File: src/sv/assert_macros.svh
// Assertion macros shared by the record store selector RTL.
`ifndef ASSERT_MACROS_SVH
`define ASSERT_MACROS_SVH

// Checks that the consequent holds in the same cycle as the antecedent.
`define ASSERT_SAME(label, clk, rst, ante, cons, msg) \
   label: assert property (@(posedge clk) disable iff (rst) (ante) |-> (cons)) \
      else $error(msg);

// Checks that the consequent holds in the cycle after the antecedent.
`define ASSERT_NEXT(label, clk, rst, ante, cons, msg) \
   label: assert property (@(posedge clk) disable iff (rst) (ante) |=> (cons)) \
      else $error(msg);

`endif

File: src/sv/dprs_pkg.sv
// Package with the types, constants and functions of the record store selector.
`timescale 1ns / 1ps
`default_nettype none
package dprs_pkg;

   localparam int THRESH_COUNT = 9;

   localparam logic signed [8:0] TEMP_STEPS [THRESH_COUNT] = '{
      9'sd60, 9'sd92, 9'sd111, 9'sd123, 9'sd131, 9'sd138, 9'sd142, 9'sd146, 9'sd149
   };

   localparam logic [3:0] STEP_MIN = 4'd1;
   localparam logic [3:0] STEP_MAX = 4'd10;

   localparam logic PAGE_FIRST  = 1'b0;
   localparam logic PAGE_SECOND = 1'b1;

   typedef struct packed {
      logic        target_page;
      logic [3:0]  page_id;
      logic [3:0]  count_high;
      logic [15:0] count_low;
      logic [3:0]  step;
      logic [15:0] param_low;
      logic [15:0] param_high;
   } dprs_sel_type;

   typedef struct packed {
      logic        target_page;
      logic [3:0]  page_id;
      logic [3:0]  count_high;
      logic [16:0] sum;
      logic [15:0] param_low;
      logic [15:0] param_high;
   } dprs_sum_type;

   typedef struct packed {
      logic        target_page;
      logic [3:0]  new_page_id;
      logic [3:0]  new_count_high;
      logic [15:0] new_count_low;
      logic [15:0] out_param_low;
      logic [15:0] out_param_high;
   } dprs_rsp_type;

   // The increment is one plus the number of thresholds at or below the temperature.
   function automatic logic [3:0] temp_step(input logic signed [8:0] temp);
      logic [3:0] n;
      n = STEP_MIN;
      for (int k = 0; k < THRESH_COUNT; k++) begin
         if (temp >= TEMP_STEPS[k]) begin
            n = n + 4'd1;
         end
      end
      return n;
   endfunction

endpackage
`default_nettype wire

File: src/sv/dprs_ifs.sv
// Request and response channel interfaces of the record store selector.
`timescale 1ns / 1ps
`default_nettype none
interface dprs_req_if;
   logic              valid;
   logic              ready;
   logic              first_valid;
   logic              second_valid;
   logic [3:0]        first_page_id;
   logic [3:0]        second_page_id;
   logic [3:0]        first_count_high;
   logic [15:0]       first_count_low;
   logic [3:0]        second_count_high;
   logic [15:0]       second_count_low;
   logic signed [8:0] chip_temperature;
   logic [15:0]       param_low;
   logic [15:0]       param_high;

   modport source (
      output valid, first_valid, second_valid, first_page_id, second_page_id,
      output first_count_high, first_count_low, second_count_high, second_count_low,
      output chip_temperature, param_low, param_high,
      input  ready
   );

   modport sink (
      input  valid, first_valid, second_valid, first_page_id, second_page_id,
      input  first_count_high, first_count_low, second_count_high, second_count_low,
      input  chip_temperature, param_low, param_high,
      output ready
   );
endinterface

interface dprs_rsp_if;
   logic        valid;
   logic        ready;
   logic        target_page;
   logic [3:0]  new_page_id;
   logic [3:0]  new_count_high;
   logic [15:0] new_count_low;
   logic [15:0] out_param_low;
   logic [15:0] out_param_high;

   modport source (
      output valid, target_page, new_page_id, new_count_high, new_count_low,
      output out_param_low, out_param_high,
      input  ready
   );

   modport sink (
      input  valid, target_page, new_page_id, new_count_high, new_count_low,
      input  out_param_low, out_param_high,
      output ready
   );
endinterface
`default_nettype wire

File: src/sv/dprs_select.sv
// First stage: page selection, base counter and temperature increment.
`timescale 1ns / 1ps
`default_nettype none
`include "assert_macros.svh"
module dprs_select
   import dprs_pkg::*;
(
   input  wire logic   clock,
   input  wire logic   reset,
   dprs_req_if.sink    req,
   output dprs_sel_type sel,
   output logic        sel_valid,
   input  wire logic   sel_ready
);

   dprs_sel_type sel_ff, sel_in;
   logic         valid_ff;
   logic         first_le;

   assign req.ready = !valid_ff || sel_ready;
   assign first_le  = {req.first_count_high, req.first_count_low}
                      <= {req.second_count_high, req.second_count_low};

   always_comb begin
      sel_in.step       = temp_step(req.chip_temperature);
      sel_in.param_low  = req.param_low;
      sel_in.param_high = req.param_high;
      if (req.first_valid && req.second_valid && first_le) begin
         sel_in.target_page = PAGE_FIRST;
         sel_in.page_id     = req.second_page_id;
         sel_in.count_high  = req.first_count_high;
         sel_in.count_low   = req.first_count_low;
      end else if (req.first_valid && req.second_valid) begin
         sel_in.target_page = PAGE_SECOND;
         sel_in.page_id     = req.first_page_id ^ 4'd1;
         sel_in.count_high  = req.second_count_high;
         sel_in.count_low   = req.second_count_low;
      end else if (req.first_valid) begin
         sel_in.target_page = PAGE_SECOND;
         sel_in.page_id     = req.first_page_id ^ 4'd1;
         sel_in.count_high  = req.first_count_high;
         sel_in.count_low   = req.first_count_low;
      end else if (req.second_valid) begin
         sel_in.target_page = PAGE_FIRST;
         sel_in.page_id     = req.second_page_id;
         sel_in.count_high  = req.second_count_high;
         sel_in.count_low   = req.second_count_low;
      end else begin
         sel_in.target_page = PAGE_FIRST;
         sel_in.page_id     = 4'd0;
         sel_in.count_high  = 4'd0;
         sel_in.count_low   = 16'd0;
      end
   end

   always_ff @(posedge clock) begin
      if (reset) begin
         valid_ff <= 1'b0;
      end else if (req.ready) begin
         valid_ff <= req.valid;
      end
   end

   always_ff @(posedge clock) begin
      if (req.ready && req.valid) begin
         sel_ff <= sel_in;
      end
   end

   assign sel       = sel_ff;
   assign sel_valid = valid_ff;

   `ASSERT_NEXT(a_default_record, clock, reset,
      req.valid && req.ready && !req.first_valid && !req.second_valid,
      sel_ff.target_page == PAGE_FIRST && sel_ff.page_id == 4'd0 &&
      sel_ff.count_high == 4'd0 && sel_ff.count_low == 16'd0,
      "default record not selected when both pages are invalid")
   `ASSERT_SAME(a_step_range, clock, reset, valid_ff,
      sel_ff.step >= STEP_MIN && sel_ff.step <= STEP_MAX,
      "temperature increment out of range")

endmodule
`default_nettype wire

File: src/sv/dprs_add.sv
// Second stage: adds the temperature increment to the lower counter bits.
`timescale 1ns / 1ps
`default_nettype none
module dprs_add
   import dprs_pkg::*;
(
   input  wire logic          clock,
   input  wire logic          reset,
   input  wire dprs_sel_type  sel,
   input  wire logic          sel_valid,
   output logic               sel_ready,
   output dprs_sum_type       sum,
   output logic               sum_valid,
   input  wire logic          sum_ready
);

   dprs_sum_type sum_ff, sum_in;
   logic         valid_ff;

   assign sel_ready = !valid_ff || sum_ready;

   always_comb begin
      sum_in.target_page = sel.target_page;
      sum_in.page_id     = sel.page_id;
      sum_in.count_high  = sel.count_high;
      sum_in.sum         = {1'b0, sel.count_low} + {13'd0, sel.step};
      sum_in.param_low   = sel.param_low;
      sum_in.param_high  = sel.param_high;
   end

   always_ff @(posedge clock) begin
      if (reset) begin
         valid_ff <= 1'b0;
      end else if (sel_ready) begin
         valid_ff <= sel_valid;
      end
   end

   always_ff @(posedge clock) begin
      if (sel_ready && sel_valid) begin
         sum_ff <= sum_in;
      end
   end

   assign sum       = sum_ff;
   assign sum_valid = valid_ff;

endmodule
`default_nettype wire

File: src/sv/dprs_carry.sv
// Third stage: carries into the upper counter bits and holds the response.
`timescale 1ns / 1ps
`default_nettype none
module dprs_carry
   import dprs_pkg::*;
(
   input  wire logic          clock,
   input  wire logic          reset,
   input  wire dprs_sum_type  sum,
   input  wire logic          sum_valid,
   output logic               sum_ready,
   dprs_rsp_if.source         rsp
);

   dprs_rsp_type rsp_ff, rsp_in;
   logic         valid_ff;

   assign sum_ready = !valid_ff || rsp.ready;

   always_comb begin
      rsp_in.target_page    = sum.target_page;
      rsp_in.new_page_id    = sum.page_id;
      rsp_in.new_count_high = sum.count_high + {3'd0, sum.sum[16]};
      rsp_in.new_count_low  = sum.sum[15:0];
      rsp_in.out_param_low  = sum.param_low;
      rsp_in.out_param_high = sum.param_high;
   end

   always_ff @(posedge clock) begin
      if (reset) begin
         valid_ff <= 1'b0;
      end else if (sum_ready) begin
         valid_ff <= sum_valid;
      end
   end

   always_ff @(posedge clock) begin
      if (sum_ready && sum_valid) begin
         rsp_ff <= rsp_in;
      end
   end

   assign rsp.valid          = valid_ff;
   assign rsp.target_page    = rsp_ff.target_page;
   assign rsp.new_page_id    = rsp_ff.new_page_id;
   assign rsp.new_count_high = rsp_ff.new_count_high;
   assign rsp.new_count_low  = rsp_ff.new_count_low;
   assign rsp.out_param_low  = rsp_ff.out_param_low;
   assign rsp.out_param_high = rsp_ff.out_param_high;

endmodule
`default_nettype wire

File: src/sv/dual_page_record_store_selector_top.sv
// Top level of the dual page record store selector.
// The block takes one store request per cycle unless the response side holds it, and
// passes each request through its three register stages: page selection with the
// temperature increment, the lower counter add, and the upper counter carry, which
// is also the output register. Each stage fills while a later one is stalled, so
// up to three requests are in flight, and the request side is held only when all
// three stages are full and the response is not taken. There is no configuration
// and no stored state between requests; reset only empties the pipeline.
`timescale 1ns / 1ps
`default_nettype none
`include "assert_macros.svh"
module dual_page_record_store_selector_top
   import dprs_pkg::*;
(
   input  wire logic  clock,
   input  wire logic  reset,
   dprs_req_if.sink   req_ch,
   dprs_rsp_if.source rsp_ch
);

   dprs_sel_type sel;
   dprs_sum_type sum;
   logic         sel_valid;
   logic         sel_ready;
   logic         sum_valid;
   logic         sum_ready;

   dprs_select u_select (
      .clock     (clock),
      .reset     (reset),
      .req       (req_ch),
      .sel       (sel),
      .sel_valid (sel_valid),
      .sel_ready (sel_ready)
   );

   dprs_add u_add (
      .clock     (clock),
      .reset     (reset),
      .sel       (sel),
      .sel_valid (sel_valid),
      .sel_ready (sel_ready),
      .sum       (sum),
      .sum_valid (sum_valid),
      .sum_ready (sum_ready)
   );

   dprs_carry u_carry (
      .clock     (clock),
      .reset     (reset),
      .sum       (sum),
      .sum_valid (sum_valid),
      .sum_ready (sum_ready),
      .rsp       (rsp_ch)
   );

   `ASSERT_SAME(a_full_when_blocked, clock, reset, !req_ch.ready,
      $countones({sel_valid, sum_valid, rsp_ch.valid}) == 3 && !rsp_ch.ready,
      "request side held while the pipeline has room")

endmodule
`default_nettype wire

File: src/flat_wrapper.sv
// flat-port wrapper written by rule: the top's interface ports become plain ports
module dual_page_record_store_selector_top_flat import dprs_pkg::*;
  (clock, reset, req_ch_valid, req_ch_first_valid, req_ch_second_valid, req_ch_first_page_id, req_ch_second_page_id, req_ch_first_count_high, req_ch_first_count_low, req_ch_second_count_high, req_ch_second_count_low, req_ch_chip_temperature, req_ch_param_low, req_ch_param_high, req_ch_ready, rsp_ch_valid, rsp_ch_target_page, rsp_ch_new_page_id, rsp_ch_new_count_high, rsp_ch_new_count_low, rsp_ch_out_param_low, rsp_ch_out_param_high, rsp_ch_ready);
  dprs_req_if req_ch_i ();
  dprs_rsp_if rsp_ch_i ();
  input  wire logic clock;
  input  wire logic reset;
  input wire logic [$bits(req_ch_i.valid)-1:0] req_ch_valid;
  input wire logic [$bits(req_ch_i.first_valid)-1:0] req_ch_first_valid;
  input wire logic [$bits(req_ch_i.second_valid)-1:0] req_ch_second_valid;
  input wire logic [$bits(req_ch_i.first_page_id)-1:0] req_ch_first_page_id;
  input wire logic [$bits(req_ch_i.second_page_id)-1:0] req_ch_second_page_id;
  input wire logic [$bits(req_ch_i.first_count_high)-1:0] req_ch_first_count_high;
  input wire logic [$bits(req_ch_i.first_count_low)-1:0] req_ch_first_count_low;
  input wire logic [$bits(req_ch_i.second_count_high)-1:0] req_ch_second_count_high;
  input wire logic [$bits(req_ch_i.second_count_low)-1:0] req_ch_second_count_low;
  input wire logic [$bits(req_ch_i.chip_temperature)-1:0] req_ch_chip_temperature;
  input wire logic [$bits(req_ch_i.param_low)-1:0] req_ch_param_low;
  input wire logic [$bits(req_ch_i.param_high)-1:0] req_ch_param_high;
  output wire logic [$bits(req_ch_i.ready)-1:0] req_ch_ready;
  output wire logic [$bits(rsp_ch_i.valid)-1:0] rsp_ch_valid;
  output wire logic [$bits(rsp_ch_i.target_page)-1:0] rsp_ch_target_page;
  output wire logic [$bits(rsp_ch_i.new_page_id)-1:0] rsp_ch_new_page_id;
  output wire logic [$bits(rsp_ch_i.new_count_high)-1:0] rsp_ch_new_count_high;
  output wire logic [$bits(rsp_ch_i.new_count_low)-1:0] rsp_ch_new_count_low;
  output wire logic [$bits(rsp_ch_i.out_param_low)-1:0] rsp_ch_out_param_low;
  output wire logic [$bits(rsp_ch_i.out_param_high)-1:0] rsp_ch_out_param_high;
  input wire logic [$bits(rsp_ch_i.ready)-1:0] rsp_ch_ready;
  assign req_ch_i.valid = req_ch_valid;
  assign req_ch_i.first_valid = req_ch_first_valid;
  assign req_ch_i.second_valid = req_ch_second_valid;
  assign req_ch_i.first_page_id = req_ch_first_page_id;
  assign req_ch_i.second_page_id = req_ch_second_page_id;
  assign req_ch_i.first_count_high = req_ch_first_count_high;
  assign req_ch_i.first_count_low = req_ch_first_count_low;
  assign req_ch_i.second_count_high = req_ch_second_count_high;
  assign req_ch_i.second_count_low = req_ch_second_count_low;
  assign req_ch_i.chip_temperature = req_ch_chip_temperature;
  assign req_ch_i.param_low = req_ch_param_low;
  assign req_ch_i.param_high = req_ch_param_high;
  assign req_ch_ready = req_ch_i.ready;
  assign rsp_ch_valid = rsp_ch_i.valid;
  assign rsp_ch_target_page = rsp_ch_i.target_page;
  assign rsp_ch_new_page_id = rsp_ch_i.new_page_id;
  assign rsp_ch_new_count_high = rsp_ch_i.new_count_high;
  assign rsp_ch_new_count_low = rsp_ch_i.new_count_low;
  assign rsp_ch_out_param_low = rsp_ch_i.out_param_low;
  assign rsp_ch_out_param_high = rsp_ch_i.out_param_high;
  assign rsp_ch_i.ready = rsp_ch_ready;
  dual_page_record_store_selector_top u_core (.clock(clock), .reset(reset), .req_ch(req_ch_i), .rsp_ch(rsp_ch_i));
endmodule
File: config.mk
export PLATFORM = sky130hd
export DESIGN_NAME = dual_page_record_store_selector_top_flat
export DESIGN_NICKNAME = d
export VERILOG_FILES = /design/src/sv/dprs_pkg.sv /design/src/sv/dprs_ifs.sv /design/src/sv/dprs_select.sv /design/src/sv/dprs_add.sv /design/src/sv/dprs_carry.sv /design/src/sv/dual_page_record_store_selector_top.sv /design/src/flat_wrapper.sv
export VERILOG_INCLUDE_DIRS = /design/src /design/src/sv
export SDC_FILE = /design/constraint.sdc
export NUM_CORES = 1
export LEC_CHECK = 0
export ABC_AREA = 1
export BUFFER_PORTS_ARGS = -buffer_cell sky130_fd_sc_hd__buf_2
export CORE_MARGIN = 3
export CORE_UTILIZATION = 55
export DETAILED_ROUTE_END_ITERATION = 8
export GPL_ROUTABILITY_DRIVEN = 0
export PLACE_DENSITY = 0.82
export SYNTH_ARGS = -nofsm -noshare
export SYNTH_HDL_FRONTEND = slang
export SYNTH_SLANG_ARGS = --single-unit
File: constraint.sdc
create_clock -name clock -period 4.8 [get_ports clock]
set_input_delay 0.24 -clock clock [delete_from_list [all_inputs] [get_ports clock]]
set_output_delay 0.24 -clock clock [all_outputs]
set_load 0.005 [all_outputs]
# [After elaboration in Yosys (flattened, before gate mapping)]
# Index checks and enable logic that the tools add are counted.
[classes] addsub=10 mul=0 div=0 magnitude_cmp=10 eq_ne=0 shifts=0 n_mux=13 bitwise=1 n_reduce_logical=11
[op_table] op="$mux W25" count=2
[op_table] op="$mux W24" count=2
[op_table] op="$ge A9 B9 Y1 const B" count=5
[op_table] op="$add A4 B1 Y4 const B" count=8
[op_table] op="$mux W4" count=8
[op_table] op="$ge A9 B8 Y1 const B" count=3
[op_table] op="$le A20 B20 Y1" count=1
[op_table] op="$add A16 B4 Y17" count=1
[op_table] op="$ge A9 B7 Y1 const B" count=1
[op_table] op="$logic_and A1 B1 Y1" count=5
[op_table] op="$add A4 B1 Y4" count=1
[op_table] op="$logic_not A1 Y1" count=3
[op_table] op="$logic_or A1 B1 Y1" count=3
[op_table] op="$mux W2" count=1
[op_table] op="$not A1 Y1" count=1
[totals] regBits=179 latch_bits=0 mem_bits_rw=0 rom_bits=0 inputBits=95 wordCells=67 n_memories=0

# [Logic depth before layout (Yosys ltp)]
# Gate-level depths: netlist of the first run.
[logic_depth] ltp_word=18 mapped_depth=28 depth_no_buf=27

# [By module]
# Synthesis of the first run repeated with hierarchy kept, for this count alone.
[unflattened] cells_unflattened=692 area_unflattened_um2=8089.0
[modules_own_cells] module="dprs_select" n_inst=1 cells_each=462 area_each_um2=3926.3
[modules_own_cells] module="dprs_add" n_inst=1 cells_each=159 area_each_um2=2347.3
[modules_own_cells] module="dprs_carry" n_inst=1 cells_each=71 area_each_um2=1815.5

# [Least setup slack after synthesis of the first run]
# OpenSTA, ideal clock, no wires.
[synth_path] path_type="input to register" startpoint="input req_ch_chip_temperature[4]" endpoint="register u_core.u_select.sel_ff (netlist bit u_core.u_select.sel[33]), data pin" arrival_time_ns=4.096 required_time_ns=4.539 setup_slack_ns=0.442 path_stages=26 path_buffers=1 path_cell_list="buf_2 -> nand2_1 -> inv_1 -> nand3_1 -> a31oi_1 -> inv_1 -> fa_1 -> nand3b_2 -> nand2_4 -> inv_2 -> nor2_4 -> nand3_2 -> nand3_2 -> ha_1 -> or2_2 -> nand2_1 -> nand2_1 -> nand3_1 -> nand2_1 -> ha_1 -> or2_2 -> nand2_1 -> inv_1 -> ha_1 -> nand2_1 -> o21ai_0"
[synth_lines] element="start: declaration" line_no="flat_wrapper.sv:17" rtl="input wire logic [$bits(req_ch_i.chip_temperature)-1:0] req_ch_chip_temperature;"
[synth_lines] element="end signal: assignment" line_no="dprs_select.sv:66" rtl="sel_ff <= sel_in;"
[synth_lines] element="end: declaration" line_no="dprs_select.sv:16" rtl="dprs_sel_type sel_ff, sel_in;"

==> results by group, run 1 <==
Status
  – Outcome: finished clean

Routing
  – WL/cell: 14.8 um
  – DRC Markers: 0
  – Post-DR vias/cell: 5.20
  – Post-route ant nets: 0
  – Drt first pass iters: 5
  – Starting DRC count in detailed routing: 359
  – WL final: ~15,000 um
  – Vias: 5,292

Timing
  – Max-slew violations: 0
  – Final Cycle Share: 91.8%
  – Slew @ Worst Pin: ~1.2 ns
  – RSZ-0062 raised after global routing: false
  – # setup viols final: 0
  – Clock Skew: 0.0106 ns
  – Tmin final: 4.40 ns
  – Max Clk Rate: 227 MHz
  – Worst setup margin: 0.396 ns
  – Rel. slew slack: 19.9%
  – Final hold viol count: 0

Logic synthesis
  – Avg Cell Area, Syn: 12.7 um2
  – Ys Warns: 0
  – Seq cells post-synth: about 180
  – Mapped Cells: 632
  – Sequential-to-total area share from yosys stat: 66.8%
  – Main synth FF type: edfxtp_1
  – Synth area leader: edfxtp_1
  – Syn_nets: around 760
  – Asr flop ratio synth: 0%
  – Post-synth EDFFs: 176
  – Top-area cell type share of the netlist area: 66.1%
  – Synthesized area: 8000 um2
  – Main area contributors after synthesis: edfxtp_1 (66%), ha_1 (5.3%), inv_1 (4.1%), nand2_1 (3.2%), o21ai_0 (2.8%)
  – Unique masters post-synth: 45

Floorplanning
  – Die Width: 127 um
  – Die H: 127 um
  – Total core area: about 14,000 um2
  – I/O pin total: 154
  – DIE AREA: approximately 16,000 um2
  – Rows: 43
  – Initial core utilization: 56.9%

Clock tree
  – CTS tree: yes
  – Clock Path Buffers: 2
  – CTS Hold Bufs: 24
  – Clock tree root buffer cell: clkbuf_16
  – Post-CTS sizing: 0
  – CTS Buf Count: 17
  – Worst-Skew Late Latency: 0.42 ns
  – Setup repair bufs after CTS: 0
  – H-tree depth: 4
  – # clock sinks: between 150 and 200
  – Reg clk slew, reported paths: 0.06 ns

Critical path
  – Crit path DAT: 4.57 ns
  – Critical-path maximum fanout: 5
  – Worst path bufs/invs: 5
  – WP data required: between 4 and 5 ns
  – Worst path max stage delay: 0.56 ns
  – Crit-path most repeated cell: nand2_1
  – Critical Path End Type: flop
  – Slowest CP cell: fa_1
  – Critical path class: input port to flop
  – CP top delay family: simple AND/OR/NAND/NOR gates
  – Worst Setup Start Kind: input port

Cells and area
  – Most frequent cells in the layout: edfxtp_1 (176), buf_2 (153), inv_1 (85)
  – Inserted Diodes: 0
  – Layout Nets: 956
  – Share of layout cells above drive strength 1: between 20% and 30%
  – Synth-to-layout area growth: 23.9%
  – Fillers: 950
  – Finished Cell Area: around 9900 um2
  – Most common cell after layout, fill and taps aside: edfxtp_1

Pwr
  – Leakage: 4.14 nW
  – Power per cell area: 375 nW/um2
  – Peak supply drop: 0.274 mV

Placement
  – Setup slack at placement: -0.0632 ns
  – Placed cell area: 8970 um2
  – Buffers on Ports: 153
  – HPWL Detailed: roughly 11,000 um

Worst hold path
  – Min-Delay Path Class: input port to flop

Global route
  – GRT Overall Usage: approximately a fifth
  – Total grt overflow: 0
  – Pin count of the biggest net entering global routing: 62
  – Initial antenna violation count: 0
  – Vias in the first global route: 5,128
  – First-pass GRT wire length: around 24,000 um

Run
  – Max Cap Viol: 0
## cells by family (layout without fill, tap and decap cells)
kind of cell,count (synthesis),count (layout),synth area share [%]
AND/OR/NAND/NOR,192,192,12.7
AO/OA/AOI/OAI,102,102,7.57
XOR/XNOR,17,17,2.10
flip-flops,179,179,66.8
adder cells (fa/ha/maj),36,36,5.82
buffers and inverters,106,311,5.01
## state kept, by name, indices dropped and copies added (netlist names)
register                           cells
u_core.u_select.sel                   61
u_core.u_add.sum                      58
u_core.u_carry.rsp.new_count_low      16
u_core.u_carry.rsp.out_param_high     16
u_core.u_carry.rsp.out_param_low      16
u_core.u_carry.rsp.new_count_high      4
u_core.u_carry.rsp.new_page_id         4
u_core.u_add.sum_valid                 1
u_core.u_carry.rsp.target_page         1
u_core.u_carry.rsp.valid               1
u_core.u_select.sel_valid              1
## Yosys cell counts, types with 2 or more instances
library cell,count
edfxtp_1,176
a31oi_1,4
clkbuf_1,11
fa_1,2
nor2_1,34
a21oi_1,19
or2_2,3
nand4_1,5
dfxtp_1,3
xor2_1,11
nand3_2,6
xnor2_1,5
o21a_1,2
buf_2,2
nor2_2,3
nand2_1,68
nand2_2,10
nor3_1,7
inv_1,87
ha_1,34
o31ai_1,2
o21ai_0,45
nor2_4,2
nor4_1,2
nand3_1,38
nand2_4,6
inv_2,6
o211ai_1,20
nand3b_4,2
o21ai_2,2
## cell type report
type                    count  area [um2]  area share, %
clock buffers              18         429           4.33
multi-input cells         347        2260           22.8
clock inverters            13         199           2.01
repair buffers            187        1100           11.1
well taps                 180         225           2.27
flip-flops and latches    179        5350           53.9
inverters                  93         349           3.52
## metrics by stage
stage	total power [W]	hold WS (ns)	instances	utilization [%]	TNS, ns
2_1_floorplan	0.00215	0.309	632	-	0
3_3_place_gp	0.00225	0.400	955	63.9	0
3_5_place_dp	0.00228	0.405	955	63.9	-0.0632
4_1_cts	0.00374	0.00115	1010	70.1	0
5_1_grt	0.00389	0.00341	1017	70.6	0
6_report	0.00372	0.0290	1017	70.6	0
## worst register-to-register path: cells and delay by family, from the launching register on
kind | cells | cell delay, ns
buffers and inverters | 1 | 0.07
and+or+nand+nor | 7 | 1.41
adders and majority gates | 1 | 0.33
DFF | 1 | 0.39
AOI/OAI and AO/OA | 1 | 0.15
xor gates and xnor gates | 1 | 0.18
## power by group
part	switching, W	internal (W)
Sequential	0.0000273	0.00182
Combinational	0.000253	0.000168
Clock	0.000563	0.000880
## layer usage
metal / GRT usage, % / part of all wire, % / vias to the layer above / wire length [um]
met5: 0 / 0 / - / 0
met4: 5.43 / 1.4 / 0 / 216
met3: 4.51 / 7.1 / 21 / 1070
met2: 32.6 / 49 / 199 / 7310
met1: 24.2 / 43 / 2446 / 6460
li1: - / - / 2626 / -
## path summary, 6_finish.rpt
path | depth (start not counted) | to | slack [ns] | from
max reg2reg | 11 | u_core.u_add.sum[47]$_DFFE_PP_ | 2.02 | u_core.u_select.sel[38]$_DFFE_PP_
min | 1 | u_core.u_select.sel[21]$_DFFE_PP_ | 0.03 | req_ch_param_low[5]
max | 27 | u_core.u_select.sel[33]$_DFFE_PP_ | 0.40 | req_ch_chip_temperature[8]
min reg2reg | 0 | u_core.u_carry.rsp.new_count_low[7]$_DFFE_PP_ | 0.41 | u_core.u_add.sum[39]$_DFFE_PP_
Note: power is estimated with default switching activity, not from simulation.
==> inputs of run 2 (changes only) <==
- MAX_ROUTING_LAYER: default -> met4
==> run 2 against run 1 <==
Net effect: sequential share of layout area unchanged; via count rose by 0.47%; global-route usage rose by 0.59 points; critical path type unchanged; largest cell class unchanged; highest routed layer unchanged.
==> results by group, run 2 (same netlist as run 1, synthesis figures left out) <==
Clock tree
  – Worst-Skew Late Latency: 0.42 ns
  – Post-CTS sizing: 0
  – Reg clk slew, reported paths: 0.07 ns
  – Clock Path Buffers: 2
  – CTS tree: yes
  – CTS Buf Count: 17
  – Clock tree root buffer cell: clkbuf_16
  – # clock sinks: 179
  – Setup repair bufs after CTS: 0
  – H-tree depth: 4

Cells and area
  – Most common cell after layout, fill and taps aside: edfxtp_1
  – Most frequent cells in the layout: edfxtp_1 (176), buf_2 (153), inv_1 (85)
  – Synth-to-layout area growth: 23.9%
  – Inserted Diodes: 0
  – Max reg flops: 61
  – Layout Nets: 956
  – Share of layout cells above drive strength 1: 28.0%

Routing
  – Starting DRC count in detailed routing: about 390
  – WL final: 15,100 um
  – DRC Markers: 0
  – Post-route ant nets: 0
  – Vias: 5,317
  – Drt first pass iters: 5
  – WL/cell: 14.8 um
  – Post-DR vias/cell: 5.23

Pwr
  – Peak supply drop: 0.273 mV
  – Power per cell area: 375 nW/um2
  – Leakage: just over 4 nW

Critical path
  – Critical Path End Type: flop
  – Critical path class: input port to flop
  – WP data required: slightly below 5 ns
  – Critical-path maximum fanout: 5
  – Crit path DAT: roughly 4.6 ns
  – Worst Setup Start Kind: input port

Floorplanning
  – Total core area: 14,000 um2
  – Die Width: between 100 and 150 um
  – I/O pin total: between 150 and 200
  – Initial core utilization: approximately 57%
  – DIE AREA: roughly 16,000 um2
  – Rows: 43
  – Die H: 127 um

Global route
  – Initial antenna violation count: 0
  – Pin count of the biggest net entering global routing: 62
  – First-pass GRT wire length: 24,000 um
  – Vias in the first global route: 5,137
  – Total grt overflow: 0
  – GRT Overall Usage: 19.6%

Worst hold path
  – Min-Delay Path Class: input port to flop

Timing
  – RSZ-0062 raised after global routing: false
  – Worst setup margin: 0.398 ns
  – Slew @ Worst Pin: 1.20 ns
  – # setup viols final: 0
  – Tmin final: 4.40 ns
  – Clock Skew: just over 0.01 ns
  – Setup_tns: 0 ns
  – Final Cycle Share: 91.7%
  – Max Clk Rate: 227 MHz
  – Final hold viol count: 0
  – Rel. slew slack: between 10% and 20%
  – Max-slew violations: 0

Placement
  – Buffers on Ports: between 150 and 200
  – Setup slack at placement: -0.0632 ns
  – HPWL Detailed: 10,700 um

Run
  – Max Cap Viol: 0

Status
  – Outcome: finished clean
==> run 2: cell counts in the layout (fill, tap and decap cells not counted) <==
No cell type changed its count.
==> run 2: final cells by class <==
| class | instances | area, um2 |
|---|---|---|
| clock inverters | 13 | 199 |
| flip-flops and latches | 179 | 5350 |
| clock buffers | 18 | 429 |
| well taps | 180 | 225 |
| repair buffers | 187 | 1100 |
| inverters | 93 | 349 |
| multi-input cells | 347 | 2260 |
| fillers | 950 | 4130 |
==> run 2: stage by stage <==
step | utilization [%] | hold WS [ns] | area [um2] | total power [W] | instances
finish | 70.6 | 0.0293 | 9910 | 0.00372 | 1017
global route | 70.6 | 0.00341 | 9910 | 0.00389 | 1017
CTS | 70.1 | 0.00115 | 9840 | 0.00374 | 1010
detailed placement | 63.9 | 0.405 | 8970 | 0.00228 | 955
global placement | 63.9 | 0.400 | 8970 | 0.00225 | 955
floorplan | - | 0.309 | 8000 | 0.00215 | 632
==> run 2: path summary, 6_finish.rpt <==
path                                                         from                                             to  slack (ns)  cells after the start
worst min register to register     u_core.u_add.sum[39]$_DFFE_PP_  u_core.u_carry.rsp.new_count_low[7]$_DFFE_PP_        0.41                      0
worst max register to register  u_core.u_select.sel[38]$_DFFE_PP_                 u_core.u_add.sum[47]$_DFFE_PP_        2.02                     11
worst min-delay path                         req_ch_param_low[15]              u_core.u_select.sel[31]$_DFFE_PP_        0.03                      1
worst max-delay path                   req_ch_chip_temperature[8]              u_core.u_select.sel[33]$_DFFE_PP_        0.40                     27
==> run 2: power by group <==
| part | leakage, nW | internal (W) | switching [W] |
|---|---|---|---|
| sequential | 1.70 | 0.00182 | 0.0000274 |
| combinational | 2.14 | 0.000168 | 0.000253 |
| clock | 0.305 | 0.000880 | 0.000563 |
==> run 2: worst max-delay path, stage by stage <==
cell and delay (ns):
buf_2 0.13, inv_2 0.10, nand2_2 0.11, nor3_1 0.14, nand3_1 0.09, a31oi_1 0.25, inv_1 0.15, fa_1 0.56
nand3b_2 0.26, nand2_4 0.13, inv_2 0.06, nor2_4 0.10, nand3_2 0.09, nand3_2 0.12, ha_1 0.24, or2_2 0.32
nand2_1 0.09, nand2_1 0.05, nand3_1 0.08, nand2_1 0.07, ha_1 0.29, or2_2 0.31, nand2_1 0.11, inv_1 0.05
ha_1 0.28, nand2_1 0.06, o21ai_0 0.07
==> run 2: per-layer routing <==
metal	track usage, %	routed length, um	vias to the layer above	part of all wire (%)
met1	24.2	6450	2468	43
met2	32.7	7360	206	49
met4	5.43	204	0	1.4
met5	-	0	-	0
met3	4.42	1040	18	6.9
li1	-	-	2625	-
==> run 2: what timing repair did <==
| action | CTS | global route |
|---|---|---|
| hold buffers | 24 | 7 |
| endpoints found under the setup margin | 0 | 0 |
| hold endpoints to repair | 25 | 7 |
==> inputs of run 3 (changes only) <==
--- a/config.mk
+++ b/config.mk
@@ -10,3 +10,3 @@
 export BUFFER_PORTS_ARGS = -buffer_cell sky130_fd_sc_hd__buf_2
-export CORE_MARGIN = 3
+export CORE_MARGIN = 2
 export CORE_UTILIZATION = 55
@@ -16,2 +16,3 @@
 export PLACE_DENSITY = 0.82
+export SETUP_SLACK_MARGIN = 0.1
 export SYNTH_ARGS = -nofsm -noshare
==> constraint.sdc (replaced) <==
create_clock -name clock -period 4.8 [get_ports clock]
set_input_delay 0.48 -clock clock [delete_from_list [all_inputs] [get_ports clock]]
set_output_delay 0.48 -clock clock [all_outputs]
set_load 0.005 [all_outputs]
==> run 3 against run 2 <==
Net effect: total power fell by 2.0%; clock power fell by 3%; routed wire length fell by 3.2%; critical path depth fell by 1; worst hold slack improved by 0.20 ns; utilization fell by 3.5 points; first-iteration DRC count fell by 13%; largest cell class unchanged.
==> results by group, run 3 (same netlist as run 1, synthesis figures left out) <==
Clock tree
  – CTS Buf Count: 17
  – Clock tree root buffer cell: clkbuf_16
  – # clock sinks: 179
  – Clock Path Buffers: 2
  – H-tree depth: 4
  – Setup repair bufs after CTS: 0
  – Worst-Skew Late Latency: 0.42 ns
  – Reg clk slew, reported paths: 0.08 ns
  – CTS tree: yes

Floorplanning
  – Die Width: 125 um
  – I/O pin total: 154
  – Total core area: 14,400 um2
  – Initial core utilization: 55.7%
  – DIE AREA: 15,500 um2
  – Die H: approximately 120 um
  – Rows: 44

Global route
  – Vias in the first global route: 4,977
  – Pin count of the biggest net entering global routing: 59
  – First-pass GRT wire length: 24,000 um
  – Initial antenna violation count: 0
  – Total grt overflow: 0
  – GRT Overall Usage: 20.2%

Timing
  – Max Clk Rate: 228 MHz
  – Hold Slack: about 0.22 ns
  – Clock Skew: 0.0124 ns
  – Final Cycle Share: between 90 and 100%
  – Setup_tns: 0 ns
  – RSZ-0062 raised after global routing: false
  – Rel. slew slack: between 20% and 30%
  – Final hold viol count: 0
  – Slew @ Worst Pin: 1.19 ns
  – # setup viols final: 0
  – Max-slew violations: 0
  – Tmin final: about 4.4 ns
  – Worst setup margin: between 0.4 and 0.5 ns

Routing
  – DRC Markers: 0
  – WL/cell: 14.6 um
  – Post-route ant nets: 0
  – Post-DR vias/cell: 5.18
  – Starting DRC count in detailed routing: 341
  – WL final: about 15,000 um
  – Vias: 5,159
  – Drt first pass iters: 5

Cells and area
  – Share of layout cells above drive strength 1: slightly below 30%
  – Layout Nets: 929
  – Most common cell after layout, fill and taps aside: edfxtp_1
  – Synth-to-layout area growth: 20.5%
  – Max reg flops: 61
  – Inserted Diodes: 0
  – Most frequent cells in the layout: edfxtp_1 (176), buf_2 (153), inv_1 (84)
  – Fillers: 1,005
  – Finished Core Util: about two thirds

Pwr
  – Power per cell area: between 300 and 400 nW/um2
  – Leakage: a little over 4 nW
  – Peak supply drop: 0.266 mV
  – Design Power: roughly 0.0036 W

Placement
  – HPWL Detailed: 10,400 um
  – Setup slack at placement: -0.0168 ns
  – Buffers on Ports: 153

Status
  – Outcome: finished clean

Critical path
  – Crit path DAT: 4.56 ns
  – WP data required: 4.97 ns
  – Worst Setup Start Kind: input port
  – Critical path class: input port to flop
  – Critical-path maximum fanout: 5
  – Critical Path End Type: flop

Run
  – Max Cap Viol: 0

Worst hold path
  – Min-Delay Path Class: input port to flop
==> run 3: changes by cell type in the layout (fill, tap and decap cells not counted), sizes merged <==
cell,previous run,this run
buf,156,160
bufinv,4,0
dlygate4sd3,31,0
clkbuf,18,17
clkinvlp,1,0
clkinv,4,7
inv,97,101
==> run 3: timing repair <==
| item | in CTS | in global routing |
|---|---|---|
| gates resized for setup | 0 | 2 |
| setup endpoints to repair | 0 | 1 |
| hold buffers | 0 | 0 |
==> run 3: final timing paths <==
check	startpoint	endpoint	slack [ns]	depth (start not counted)
worst max register to register	u_core.u_select.sel[38]$_DFFE_PP_	u_core.u_add.sum[47]$_DFFE_PP_	2.05	11
worst min-delay path	req_ch_param_high[1]	u_core.u_select.sel[1]$_DFFE_PP_	0.22	1
worst max-delay path	req_ch_chip_temperature[8]	u_core.u_select.sel[33]$_DFFE_PP_	0.41	26
worst min register to register	u_core.u_add.sum[47]$_DFFE_PP_	u_core.u_carry.rsp.new_count_low[15]$_DFFE_PP_	0.41	0
==> run 3: layer usage <==
| metal | vias to the layer above | global-route usage, % | wire (um) |
|---|---|---|---|
| li1 | 2571 | - | - |
| met1 | 2391 | 26.2 | 6440 |
| met2 | 177 | 32.3 | 7040 |
| met3 | 20 | 3.91 | 903 |
| met4 | 0 | 7.14 | 197 |
| met5 | - | - | 0 |
==> run 3: where the power goes <==
| part | switching (W) | internal (W) | leakage (nW) |
|---|---|---|---|
| Sequential | 0.0000293 | 0.00182 | 1.70 |
| Combinational | 0.000242 | 0.000157 | 2.03 |
| Clock | 0.000669 | 0.000720 | 0.301 |
==> run 3: through the flow <==
step                instance area (um2)  instances
CTS                                9630        995
global route                       9640        995
global placement                   9000        963
floorplan                          8000        632
detailed placement                 9000        963
finish                             9640        995
==> run 3: critical path, cell delays in order <==
cell and delay, ns:
buf_2 0.14, inv_2 0.10, nand2_2 0.11, nor3_1 0.15
nand3_1 0.12, a31oi_2 0.19, inv_2 0.08, fa_1 0.49
nand3b_2 0.25, nand2_4 0.10, nor2_1 0.04, nand3_1 0.10
nand3_2 0.13, ha_1 0.32, or2_2 0.32, nand2_1 0.09
nand2_1 0.06, nand3_1 0.08, nand2_1 0.07, ha_1 0.27
or2_2 0.30, nand2_1 0.10, inv_1 0.05, ha_1 0.28
nand2_1 0.06, o21ai_0 0.07
==> run 3: area by class of cell <==
type                       instances  area, um2  share of cell area, %
sequential                       179       5350                   55.5
multi-input combinational        347       2270                   23.5
timing repair buffer             160        818                   8.49
clock buffer                      17        425                   4.41
inverter                          93        349                   3.62
tap                              184        230                   2.39
clock inverter                    15        201                   2.09
